--- src/hdl/chtbl_pkg.sv ---
// ----------------------------------------------------------------------------
// chtbl_pkg
// Shared types and constants of the coalesced-chaining hash table: field
// widths, default table size, operation and status codes, sequencer states.
// ----------------------------------------------------------------------------
package chtbl_pkg;

   // Fixed field widths of the item ports.
   localparam int KEY_W    = 32;
   localparam int SLOT_W   = 6;
   localparam int STATUS_W = 3;

   // Default number of slots in the table.
   localparam int TABLE_SIZE_DEF = 64;

   // Operation carried by an input item.
   typedef enum logic {
      OP_INSERT = 1'b0,
      OP_FIND   = 1'b1
   } op_type;

   // Status carried by a result item.
   typedef enum logic [STATUS_W-1:0] {
      ST_INSERTED  = 3'd0,
      ST_DUPLICATE = 3'd1,
      ST_FULL      = 3'd2,
      ST_FOUND     = 3'd3,
      ST_NOT_FOUND = 3'd4
   } status_type;

   // Sequencer states of the top level.
   typedef enum logic [2:0] {
      S_CLEAR,
      S_IDLE,
      S_HOME,
      S_WALK,
      S_WRLINK,
      S_DONE
   } state_type;

endpackage

--- src/hdl/chtbl_ram.sv ---
// ----------------------------------------------------------------------------
// chtbl_ram
// Generic simple dual-port RAM: one write port and one registered read port.
// ----------------------------------------------------------------------------
module chtbl_ram #(
   parameter int WIDTH = 8,
   parameter int DEPTH = 64
) (
   input  logic                     clock,
   input  logic                     wr_en,
   input  logic [$clog2(DEPTH)-1:0] wr_addr,
   input  logic [WIDTH-1:0]         wr_data,
   input  logic [$clog2(DEPTH)-1:0] rd_addr,
   output logic [WIDTH-1:0]         rd_data
);

   logic [WIDTH-1:0] mem_ff [DEPTH];
   logic [WIDTH-1:0] rd_data_ff;

   // Write port and registered read port.
   always_ff @(posedge clock) begin
      if (wr_en) begin
         mem_ff[wr_addr] <= wr_data;
      end
      rd_data_ff <= mem_ff[rd_addr];
   end

   assign rd_data = rd_data_ff;

endmodule

--- src/hdl/chtbl_home.sv ---
// ----------------------------------------------------------------------------
// chtbl_home
// Home-slot unit: reduces the key magnitude modulo the table size with a
// multiplication by a scaled reciprocal and one correcting subtraction.
// ----------------------------------------------------------------------------
module chtbl_home
   import chtbl_pkg::*;
#(
   parameter int TABLE_SIZE = TABLE_SIZE_DEF
) (
   input  logic                          clock,
   input  logic                          reset,
   input  logic                          start,
   input  logic [KEY_W-1:0]              mag,
   output logic                          done,
   output logic [$clog2(TABLE_SIZE)-1:0] home
);

   localparam int IDX_W = $clog2(TABLE_SIZE);
   localparam int RW    = IDX_W + 1;
   localparam int PW    = 2 * KEY_W;
   localparam logic [PW-1:0]    RECIP_WIDE = (PW'(1) << KEY_W) / PW'(TABLE_SIZE);
   localparam logic [KEY_W-1:0] RECIP      = RECIP_WIDE[KEY_W-1:0];
   localparam logic [RW-1:0]    TSZ        = RW'(TABLE_SIZE);

   logic             stg1_ff, stg1_in;
   logic             stg2_ff, stg2_in;
   logic             done_ff, done_in;
   logic [KEY_W-1:0] mag_ff, mag_in;
   logic [RW-1:0]    mag_lo_ff, mag_lo_in;
   logic [RW-1:0]    quo_lo_ff, quo_lo_in;
   logic [IDX_W-1:0] rem_ff, rem_in;
   logic [PW-1:0]    prod;
   logic [2*RW-1:0]  back;
   logic [RW-1:0]    diff;

   // Quotient estimate: the high half of the magnitude times the reciprocal
   // of the table size. It is the true quotient or one less.
   assign prod = PW'(mag_ff) * PW'(RECIP);

   // The estimated remainder lies below twice the table size, so its low bits
   // alone give it exactly, and one compare and subtract finishes it.
   always_comb begin
      back = (2*RW)'(quo_lo_ff) * (2*RW)'(TSZ);
      diff = mag_lo_ff - back[RW-1:0];
      if (diff >= TSZ) begin
         diff = diff - TSZ;
      end
   end

   // Three-stage sequencing: latch the magnitude, multiply, correct.
   always_comb begin
      stg1_in   = start;
      stg2_in   = stg1_ff;
      done_in   = stg2_ff;
      mag_in    = start ? mag : mag_ff;
      mag_lo_in = mag_ff[RW-1:0];
      quo_lo_in = prod[KEY_W +: RW];
      rem_in    = stg2_ff ? diff[IDX_W-1:0] : rem_ff;
   end

   always_ff @(posedge clock) begin
      if (reset) begin
         stg1_ff <= 1'b0;
         stg2_ff <= 1'b0;
         done_ff <= 1'b0;
      end else begin
         stg1_ff <= stg1_in;
         stg2_ff <= stg2_in;
         done_ff <= done_in;
      end
      mag_ff    <= mag_in;
      mag_lo_ff <= mag_lo_in;
      quo_lo_ff <= quo_lo_in;
      rem_ff    <= rem_in;
   end

   assign done = done_ff;
   assign home = rem_ff;

endmodule

--- src/hdl/coalesced_hash_table.sv ---
// ----------------------------------------------------------------------------
// coalesced_hash_table
// Coalesced-chaining hash table of signed 32-bit keys with insert and find.
// ----------------------------------------------------------------------------
// The table takes one item at a time. After reset it runs a clearing pass
// over every slot, during which req_stall stays high. An item then finds its
// home slot by latching the key magnitude, multiplying it by a scaled
// reciprocal of TABLE_SIZE and correcting the remainder. It then reads one
// slot per cycle on the chain or the linear probe, takes a link-write step
// when an insert links the chain tail to a new slot, a closing step when a
// full table or a walk of TABLE_SIZE links ends the item, and loads the
// result register once the previous result is no longer stalled. The next
// item is accepted while the previous result still waits to be taken.
module coalesced_hash_table
   import chtbl_pkg::*;
#(
   parameter int TABLE_SIZE = TABLE_SIZE_DEF
) (
   input  logic                    clock,
   input  logic                    reset,
   input  logic                    req_valid,
   output logic                    req_stall,
   input  logic                    req_op,
   input  logic signed [KEY_W-1:0] req_key,
   output logic                    rsp_valid,
   input  logic                    rsp_stall,
   output logic [STATUS_W-1:0]     rsp_status,
   output logic [SLOT_W-1:0]       rsp_slot_index
);

   localparam int IDX_W   = $clog2(TABLE_SIZE);
   localparam int LINK_W  = $clog2(TABLE_SIZE + 1);
   localparam int PRB_W   = $clog2(TABLE_SIZE + 1);
   localparam int ENTRY_W = 1 + LINK_W + KEY_W;
   localparam logic [LINK_W-1:0] NO_LINK  = LINK_W'(TABLE_SIZE);
   localparam logic [IDX_W-1:0]  LAST_IDX = IDX_W'(TABLE_SIZE - 1);
   localparam logic [PRB_W-1:0]  MAX_PRB  = PRB_W'(TABLE_SIZE);

   state_type        state_ff, state_in;
   logic             op_ff, op_in;
   logic [KEY_W-1:0] key_ff, key_in;
   logic [IDX_W-1:0] idx_ff, idx_in;
   logic [IDX_W-1:0] home_ff, home_in;
   logic [IDX_W-1:0] prev_ff, prev_in;
   logic [KEY_W-1:0] prev_key_ff, prev_key_in;
   logic             at_tail_ff, at_tail_in;
   logic [PRB_W-1:0] probes_ff, probes_in;
   logic [IDX_W-1:0] clr_ff, clr_in;
   status_type       res_status_ff, res_status_in;
   logic [IDX_W-1:0] res_slot_ff, res_slot_in;
   logic             rsp_valid_ff, rsp_valid_in;
   logic [STATUS_W-1:0] rsp_status_ff, rsp_status_in;
   logic [SLOT_W-1:0]   rsp_slot_ff, rsp_slot_in;

   logic               accept;
   logic [KEY_W-1:0]   req_mag;
   logic               home_done;
   logic [IDX_W-1:0]   home_slot;
   logic               wr_en;
   logic [IDX_W-1:0]   wr_addr;
   logic [ENTRY_W-1:0] wr_data;
   logic [ENTRY_W-1:0] rd_data;
   logic               d_used;
   logic [LINK_W-1:0]  d_link;
   logic [KEY_W-1:0]   d_key;
   logic               d_has_link;
   logic [IDX_W-1:0]   idx_next;
   logic [SLOT_W+IDX_W-1:0] slot_wide;

   assign accept  = req_valid && !req_stall;
   assign req_mag = req_key[KEY_W-1] ? (KEY_W'(0) - $unsigned(req_key)) : $unsigned(req_key);

   // Home-slot remainder unit.
   chtbl_home #(
      .TABLE_SIZE(TABLE_SIZE)
   ) u_home (
      .clock(clock),
      .reset(reset),
      .start(accept),
      .mag  (req_mag),
      .done (home_done),
      .home (home_slot)
   );

   // Slot memory: one entry holds the used flag, the chain link and the key.
   chtbl_ram #(
      .WIDTH(ENTRY_W),
      .DEPTH(TABLE_SIZE)
   ) u_slots (
      .clock  (clock),
      .wr_en  (wr_en),
      .wr_addr(wr_addr),
      .wr_data(wr_data),
      .rd_addr(idx_in),
      .rd_data(rd_data)
   );

   // Fields of the entry read for the slot in idx_ff.
   assign d_used     = rd_data[ENTRY_W-1];
   assign d_link     = rd_data[KEY_W +: LINK_W];
   assign d_key      = rd_data[KEY_W-1:0];
   assign d_has_link = d_link < NO_LINK;
   assign idx_next   = (idx_ff == LAST_IDX) ? '0 : (idx_ff + IDX_W'(1));

   // Sequencer. Reads are issued with the next slot address, so the entry of
   // idx_ff is on rd_data in every walk cycle. Apart from the clearing pass,
   // writes happen only at the end of an item, before the next item's first
   // read, so no forwarding is needed.
   always_comb begin
      state_in      = state_ff;
      op_in         = op_ff;
      key_in        = key_ff;
      idx_in        = idx_ff;
      home_in       = home_ff;
      prev_in       = prev_ff;
      prev_key_in   = prev_key_ff;
      at_tail_in    = at_tail_ff;
      probes_in     = probes_ff;
      clr_in        = clr_ff;
      res_status_in = res_status_ff;
      res_slot_in   = res_slot_ff;
      wr_en         = 1'b0;
      wr_addr       = idx_ff;
      wr_data       = {1'b1, d_link, key_ff};

      case (state_ff)
         S_CLEAR: begin
            wr_en   = 1'b1;
            wr_addr = clr_ff;
            wr_data = {1'b0, NO_LINK, KEY_W'(0)};
            clr_in  = clr_ff + IDX_W'(1);
            if (clr_ff == LAST_IDX) begin
               state_in = S_IDLE;
            end
         end

         S_IDLE: begin
            if (accept) begin
               op_in      = req_op;
               key_in     = $unsigned(req_key);
               at_tail_in = 1'b0;
               probes_in  = '0;
               state_in   = S_HOME;
            end
         end

         S_HOME: begin
            if (home_done) begin
               idx_in   = home_slot;
               home_in  = home_slot;
               prev_in  = home_slot;
               state_in = S_WALK;
            end
         end

         S_WALK: begin
            res_slot_in = '0;
            if (op_ff == OP_INSERT) begin
               if (probes_ff == MAX_PRB) begin
                  res_status_in = ST_FULL;
                  state_in      = S_DONE;
               end else if (!d_used) begin
                  // Store the key in the empty slot, keeping its link.
                  wr_en         = 1'b1;
                  res_status_in = ST_INSERTED;
                  res_slot_in   = idx_ff;
                  state_in      = (idx_ff != home_ff) ? S_WRLINK : S_DONE;
               end else if (d_key == key_ff) begin
                  res_status_in = ST_DUPLICATE;
                  state_in      = S_DONE;
               end else if (!at_tail_ff && d_has_link) begin
                  prev_in     = idx_ff;
                  prev_key_in = d_key;
                  idx_in      = d_link[IDX_W-1:0];
                  probes_in   = probes_ff + PRB_W'(1);
               end else begin
                  if (!at_tail_ff) begin
                     at_tail_in  = 1'b1;
                     prev_in     = idx_ff;
                     prev_key_in = d_key;
                  end
                  idx_in    = idx_next;
                  probes_in = probes_ff + PRB_W'(1);
               end
            end else begin
               if (probes_ff == MAX_PRB) begin
                  res_status_in = ST_NOT_FOUND;
                  state_in      = S_DONE;
               end else if (d_used && d_key == key_ff) begin
                  res_status_in = ST_FOUND;
                  res_slot_in   = idx_ff;
                  state_in      = S_DONE;
               end else if (!d_used || !d_has_link) begin
                  res_status_in = ST_NOT_FOUND;
                  state_in      = S_DONE;
               end else begin
                  idx_in    = d_link[IDX_W-1:0];
                  probes_in = probes_ff + PRB_W'(1);
               end
            end
         end

         S_WRLINK: begin
            // Link the last chain slot to the newly filled slot.
            wr_en    = 1'b1;
            wr_addr  = prev_ff;
            wr_data  = {1'b1, LINK_W'(idx_ff), prev_key_ff};
            state_in = S_DONE;
         end

         S_DONE: begin
            if (!rsp_valid_ff || !rsp_stall) begin
               state_in = S_IDLE;
            end
         end

         default: begin
            state_in = S_IDLE;
         end
      endcase
   end

   // Result register: loaded from the sequencer once the previous result
   // has been taken.
   assign slot_wide = {SLOT_W'(0), res_slot_ff};

   always_comb begin
      rsp_valid_in  = rsp_valid_ff && rsp_stall;
      rsp_status_in = rsp_status_ff;
      rsp_slot_in   = rsp_slot_ff;
      if (state_ff == S_DONE && (!rsp_valid_ff || !rsp_stall)) begin
         rsp_valid_in  = 1'b1;
         rsp_status_in = res_status_ff;
         rsp_slot_in   = slot_wide[SLOT_W-1:0];
      end
   end

   always_ff @(posedge clock) begin
      if (reset) begin
         state_ff     <= S_CLEAR;
         clr_ff       <= '0;
         rsp_valid_ff <= 1'b0;
      end else begin
         state_ff     <= state_in;
         clr_ff       <= clr_in;
         rsp_valid_ff <= rsp_valid_in;
      end
      op_ff         <= op_in;
      key_ff        <= key_in;
      idx_ff        <= idx_in;
      home_ff       <= home_in;
      prev_ff       <= prev_in;
      prev_key_ff   <= prev_key_in;
      at_tail_ff    <= at_tail_in;
      probes_ff     <= probes_in;
      res_status_ff <= res_status_in;
      res_slot_ff   <= res_slot_in;
      rsp_status_ff <= rsp_status_in;
      rsp_slot_ff   <= rsp_slot_in;
   end

   assign req_stall      = (state_ff != S_IDLE);
   assign rsp_valid      = rsp_valid_ff;
   assign rsp_status     = rsp_status_ff;
   assign rsp_slot_index = rsp_slot_ff;

endmodule

--- config.mk ---
export PLATFORM = sky130hd
export DESIGN_NAME = coalesced_hash_table
export DESIGN_NICKNAME = d
export VERILOG_FILES = /design/src/hdl/chtbl_pkg.sv /design/src/hdl/chtbl_ram.sv /design/src/hdl/chtbl_home.sv /design/src/hdl/coalesced_hash_table.sv
export SDC_FILE = /design/constraint.sdc
export NUM_CORES = 2
export LEC_CHECK = 0
export BUFFER_PORTS_ARGS = -buffer_cell sky130_fd_sc_hd__buf_2
export CAP_MARGIN = 20
export CORE_AREA = 2 2 462 464
export CTS_CLUSTER_DIAMETER = 60
export DETAILED_ROUTE_END_ITERATION = 6
export DIE_AREA = 0 0 464 466
export PLACE_DENSITY = 0.66
export SKIP_LAST_GASP = 1
export SLEW_MARGIN = 10
export SYNTH_ARGS = -nofsm -noshare
export SYNTH_HDL_FRONTEND = slang
export SYNTH_HIERARCHICAL = 1
export SYNTH_SLANG_ARGS = --single-unit
--- constraint.sdc ---
create_clock -name clock -period 5.32 [get_ports clock]
set_clock_uncertainty 0.05 [all_clocks]
set_input_delay 0.266 -clock clock [delete_from_list [all_inputs] [get_ports clock]]
set_output_delay 0.266 -clock clock [all_outputs]
set_load 0.05 [all_outputs]
# == After elaboration in Yosys (flattened, before gate mapping) ==
# Memories as Yosys holds them, arrays and structs flattened. A register that Yosys moved wholly into a read port is not among the register bits.
# Cells that the tools add are included.
# W data, S select, Z words.
# op_classes
order_cmp,2
n_eq_ne,30
reduce_logical,25
n_bitwise,3
addsub,6
n_mux,73
# op_table
operator,count
$mux W6,23
$pmux W40 S2,1
$mux W32,2
$mux W7,9
$mux W3,18
$pmux W6 S2,3
$eq A32 B32 Y1,1
$reduce_and A7 Y1,3
$pmux W3 S6,1
$pmux W7 S2,1
$mux W1,13
$add A6 B1 Y6 const B,2
$eq A6 B6 Y1 const B,2
$ne A3 B3 Y1 const B,4
$reduce_and A6 Y1,2
$ne A2 B1 Y1 const B,5
$ne A2 B2 Y1 const B,5
$ne A5 B5 Y1 const B,2
$add A7 B1 Y7 const B,1
$eq A7 B7 Y1 const B,1
$ge A7 B7 Y1 const B,1
$lt A7 B7 Y1 const B,1
$sub A1 B7 Y7 const A,1
$sub A7 B7 Y7,1
19 further kinds,36
# word_totals
register_bits,143
wordCells,162
in_bits,37
out_inout_bits,11
memories,1
mem_bits_rw,2560
# memory_table
memory,depth,word_bits,read_ports,rd_clocked_by_memory_dff,wr,line,source
u_slots.mem_ff,64,40,1,1,1,chtbl_ram.sv:17,logic [WIDTH-1:0] mem_ff [DEPTH];

# == Logic depth before layout (Yosys ltp) ==
# logic_depth
depth_word,8
depth_mapped,17
mapped_depth_nobuf,12

# == Modules after synthesis ==
# The synthesis kept the hierarchy.
# modules_own_cells
mod,seq_area_each_um2,cells_per_inst,instances,area_each_um2
chtbl_ram,77674.5,4263,1,97960.2
coalesced_hash_table,3413.3,626,1,6392.4
chtbl_home,540.5,24,1,559.3

# == Worst setup path after synthesis ==
# Ideal clock, no wire load.
# synth_timing
path_type,register to register
from,register state_ff[0]
to,"memory u_slots/mem_ff[28][0] in the netlist's numbering, enable pin"
stages_incl_launch_ff,12
synth_period_minus_slack_ns,4.665
setup_time_ns,0.438
arrival_ns,4.178
slack_ns,0.655
path_buffers,5
required_ns,4.832
path_cell_list,dfxtp_1 -> clkbuf_1 -> or2_2 -> clkbuf_1 -> clkbuf_1 -> nand2_1 -> o21ai_0 -> clkbuf_1 -> or3b_2 -> or2_2 -> clkbuf_1 -> nor2_1
# synth_between
word_cells_on_any_way,8
cone_classes,eq/ne: 2; mux: 4; reduce/logical: 2
# synth_rtl
item,line,source
from (decl),coalesced_hash_table.sv:39,"state_type state_ff, state_in;"
from (signal assigned),coalesced_hash_table.sv:244,state_ff <= state_in;
$eq A3 B3 Y1 or $logic_not A3 Y1 (tied branches),coalesced_hash_table.sv:126,case (state_ff)
$pmux W6 S2 *,coalesced_hash_table.sv:126,
named net wr_addr[2],coalesced_hash_table.sv:60,logic [IDX_W-1:0] wr_addr;
to (decl),chtbl_ram.sv:17,
# Mark *: on every way through the listed nets, which the timed path passes. The rest lies on a longest branch.

# == Worst setup path in the final report ==
# layout_timing
from,register key_ff[29]
to,"register u_slots.rd_data_ff[6] (netlist: u_slots/rd_data[6]), read port of u_slots.mem_ff"
# layout_between
elab_chain_cells,6
word_cells_on_any_way,9
cone_classes,eq/ne: 1; mux: 7; reduce/logical: 1
# layout_rtl
item,line,source
from (decl),coalesced_hash_table.sv:41,"logic [KEY_W-1:0] key_ff, key_in;"
from (signal assigned),coalesced_hash_table.sv:249,key_ff <= key_in;
$eq A32 B32 Y1 *,"coalesced_hash_table.sv:168, coalesced_hash_table.sv:189",
$mux W6 or $logic_and A1 B1 Y1 (tied branches),"coalesced_hash_table.sv:168, coalesced_hash_table.sv:189",
"$mux W6, on equally long branches","coalesced_hash_table.sv:162, coalesced_hash_table.sv:189",
"$mux W6, on equally long branches","coalesced_hash_table.sv:159, coalesced_hash_table.sv:186",
$mux W6 *,coalesced_hash_table.sv:158,if (op_ff == OP_INSERT) begin
$pmux W6 S2 *,coalesced_hash_table.sv:126,
named net idx_in[0],coalesced_hash_table.sv:42,"logic [IDX_W-1:0] idx_ff, idx_in;"
to (decl),chtbl_ram.sv:18,logic [WIDTH-1:0] rd_data_ff;
# Marked as above.
# A chain may end at the register's enable or synchronous reset.

==> out/qor.csv <==
stage;metric;value;unit
sta;maxSlewViolCount;0;
die;die-area;216000;um^2
placement;hpwl;156000;um
clock_tree;clk_path_buf_depth;4;
clock_tree;clk_pin_slew;60;ps
clock_tree;cts_max_level;5;
clock_tree;cts.sink_count;2740;
die;core-area;211000;um^2
setup_path;end_kind;flip-flop;
synth;syn_area_per_cell;21.6;um^2
drt;postRouteAntennaNets;0;
sta;setup_ws;320;ps
drt;routed_wl;273000;um
flow_run;cap_violations;0;
sta;slew_headroom;29.3;%
sta;setup_viol;0;
clock_tree;worstSkewPairLatency;920;ps
global_route;busiest_layer;met2;
status;outcome;finished clean;
synth;yosysWarnings;6;
cells_and_area;area_growth;15.8;%
setup_path;critPathRequiredTime;6010;ps
setup_path;cp-startpoint;key_ff[29];
global_route;grt_overflow_total;0;
setup_path;cp_max_fo;18;
worst_hold_path;hold_start;req_key[10];
drt;first_pass_iters;6;
cells_and_area;final_net_count;5319;
global_route;antenna_found_initial;3;
sta;hold_viol;0;
power;powerDensity;355;nW/um^2
die;num_io_pins;48;
drt;remaining_drc_errors;0;
power;power.leakage;39.1;nW
global_route;grt_usage;25.1;%
drt;via_per_inst;6.37;
power;ir_worst_vdd;0.000355;V
setup_path;worst_ep_arrival_time;5690;ps
worst_hold_path;hold_path_class;in2reg;
synth;syn_area;104000;um^2
drt;drtIter0Drc;7722;
drt;vias;52900;
drt;routedWlPerCell;32.9;um
global_route;grtUsageMet1;35.7;%
synth;synthCells;4842;
placement;dp_slack;186;ps
global_route;use_met2;39.9;%
sta;min_period_over_period;94.0;%
setup_path;cp-start-kind;flip-flop;
die;die_w;464;um
global_route;grt_pass1_vias;52400;
synth;synth_fp_nets;4884;
placement;placed_cells;7772;
cells_and_area;fin_util;57.2;%
setup_path;path_class;reg2reg;
placement;port_buffers;47;
clock_tree;cts_tree;built;
placement;gp_congestion;0.916;
sta;rsz0062_at_grt;no;
clock_tree;clock-root-buffer;clkbuf_16;
clock_tree;cts_buffers;286;
global_route;grt_pass1_wl;387000;um
sta;period_minus_slack;5000;ps
die;start_util;49.4;%
die;rows;169;
sta;worst_pin_slew;1050;ps
cells_and_area;drive_gt1_share;28.1;%
sta;hold-worst-slack;90.6;ps
global_route;grt_max_degree;71;
global_route;use_met3;4.28;%
cells_and_area;instances_no_fill;8304;
die;die_h;466;um
power;power;42.9;mW
sta;fmax;200;MHz
setup_path;reg2reg_from;key_ff[29];
==> sequential cells by signal, indices dropped and copies added (netlist names), 3 cells and up <==
signal and count:
u_slots/mem_ff 2560, u_slots/rd_data 40, key_ff 32, prev_key_ff 32, probes_ff 7, clr_ff 6
home_ff 6, idx_ff 6, prev_ff 6, res_slot_ff 6, rsp_slot_index 6, u_home/home 6
u_home/mag_ff 6, u_home/mag_lo_ff 6, res_status_ff 3, rsp_status 3, state_ff 3
==> critical path, stage by stage (launching register included) <==
cell      delay [ps]
edfxtp_1         400
xor2_1           160
nor4_1           720
nand4_1          430
o21ai_1          230
buf_4            180
mux2i_1          110
o221ai_4         250
buf_12           220
buf_12           210
buf_4            260
buf_4            190
mux4_2           500
and2_1           170
a211oi_1         220
o22ai_1          170
and3_1           300
==> cell type report <==
| cell class | instances | area, um^2 |
|---|---|---|
| Fill cell | 15100 | 90400 |
| Sequential cell | 2740 | 81600 |
| Multi-Input combinational cell | 1803 | 22200 |
| Clock buffer | 368 | 7700 |
| Timing Repair Buffer | 429 | 4610 |
| Tap cell | 2821 | 3530 |
| Clock inverter | 124 | 1060 |
| Inverter | 17 | 65.1 |
| Antenna cell | 2 | 5.00 |
==> power by group <==
group,total (mW),switching [mW],internal (mW)
Combinational,0.336,0.226,0.110
Clock,19.0,7.93,11.1
Sequential,23.5,0.0290,23.5
==> per-layer routing <==
layer,vias to the layer above,wire [um],part of all wire (%)
li1,21300,-,-
met1,28300,106000,39
met2,2894,131000,48
met3,485,26100,9.6
met4,0,9730,3.6
met5,-,0,0
==> repair_timing <==
| action | CTS | global route |
|---|---|---|
| gates resized for setup | 0 | 1 |
| hold endpoints to repair | 69 | 0 |
| setup buffers | 0 | 0 |
| setup endpoints to repair | 0 | 1 |
| hold buffers | 37 | 0 |
==> layout by cell type, fill, tap and decap left out, types with 26 or more instances in the layout <==
cell,instances
o21ai_4,38
clkbuf_1,69
buf_4,227
nor4_1,35
clkinv_1,59
nor2_1,43
buf_12,114
dfxtp_1,64
nor2_4,66
clkbuf_16,295
a21oi_1,58
o22ai_1,160
mux2i_1,84
mux2_2,26
mux4_2,602
o21ai_0,31
o221ai_1,63
edfxtp_1,2675
a211oi_1,29
nand2_1,209
xor2_1,44
clkinv_2,39
nand3_1,34
buf_2,51
dlygate4sd3_1,37
==> worst paths after layout <==
kind / to / slack (ps) / depth (start not counted)
min reg2reg: u_home/mag_lo_ff[5] / 300 / 0
max reg2reg: u_slots/rd_data[6] / 320 / 16
max: u_slots/rd_data[6] / 320 / 16
min: key_ff[10] / 90 / 2
==> metrics by stage <==
step / TNS [ps] / instance area (um^2)
finish: 0 / 121000
floorplan: 0 / 104000
global placement: -716 / 112000
CTS: 0 / 121000
global route: 0 / 121000
detailed placement: 0 / 112000
Power figures use the tool's default switching activity.
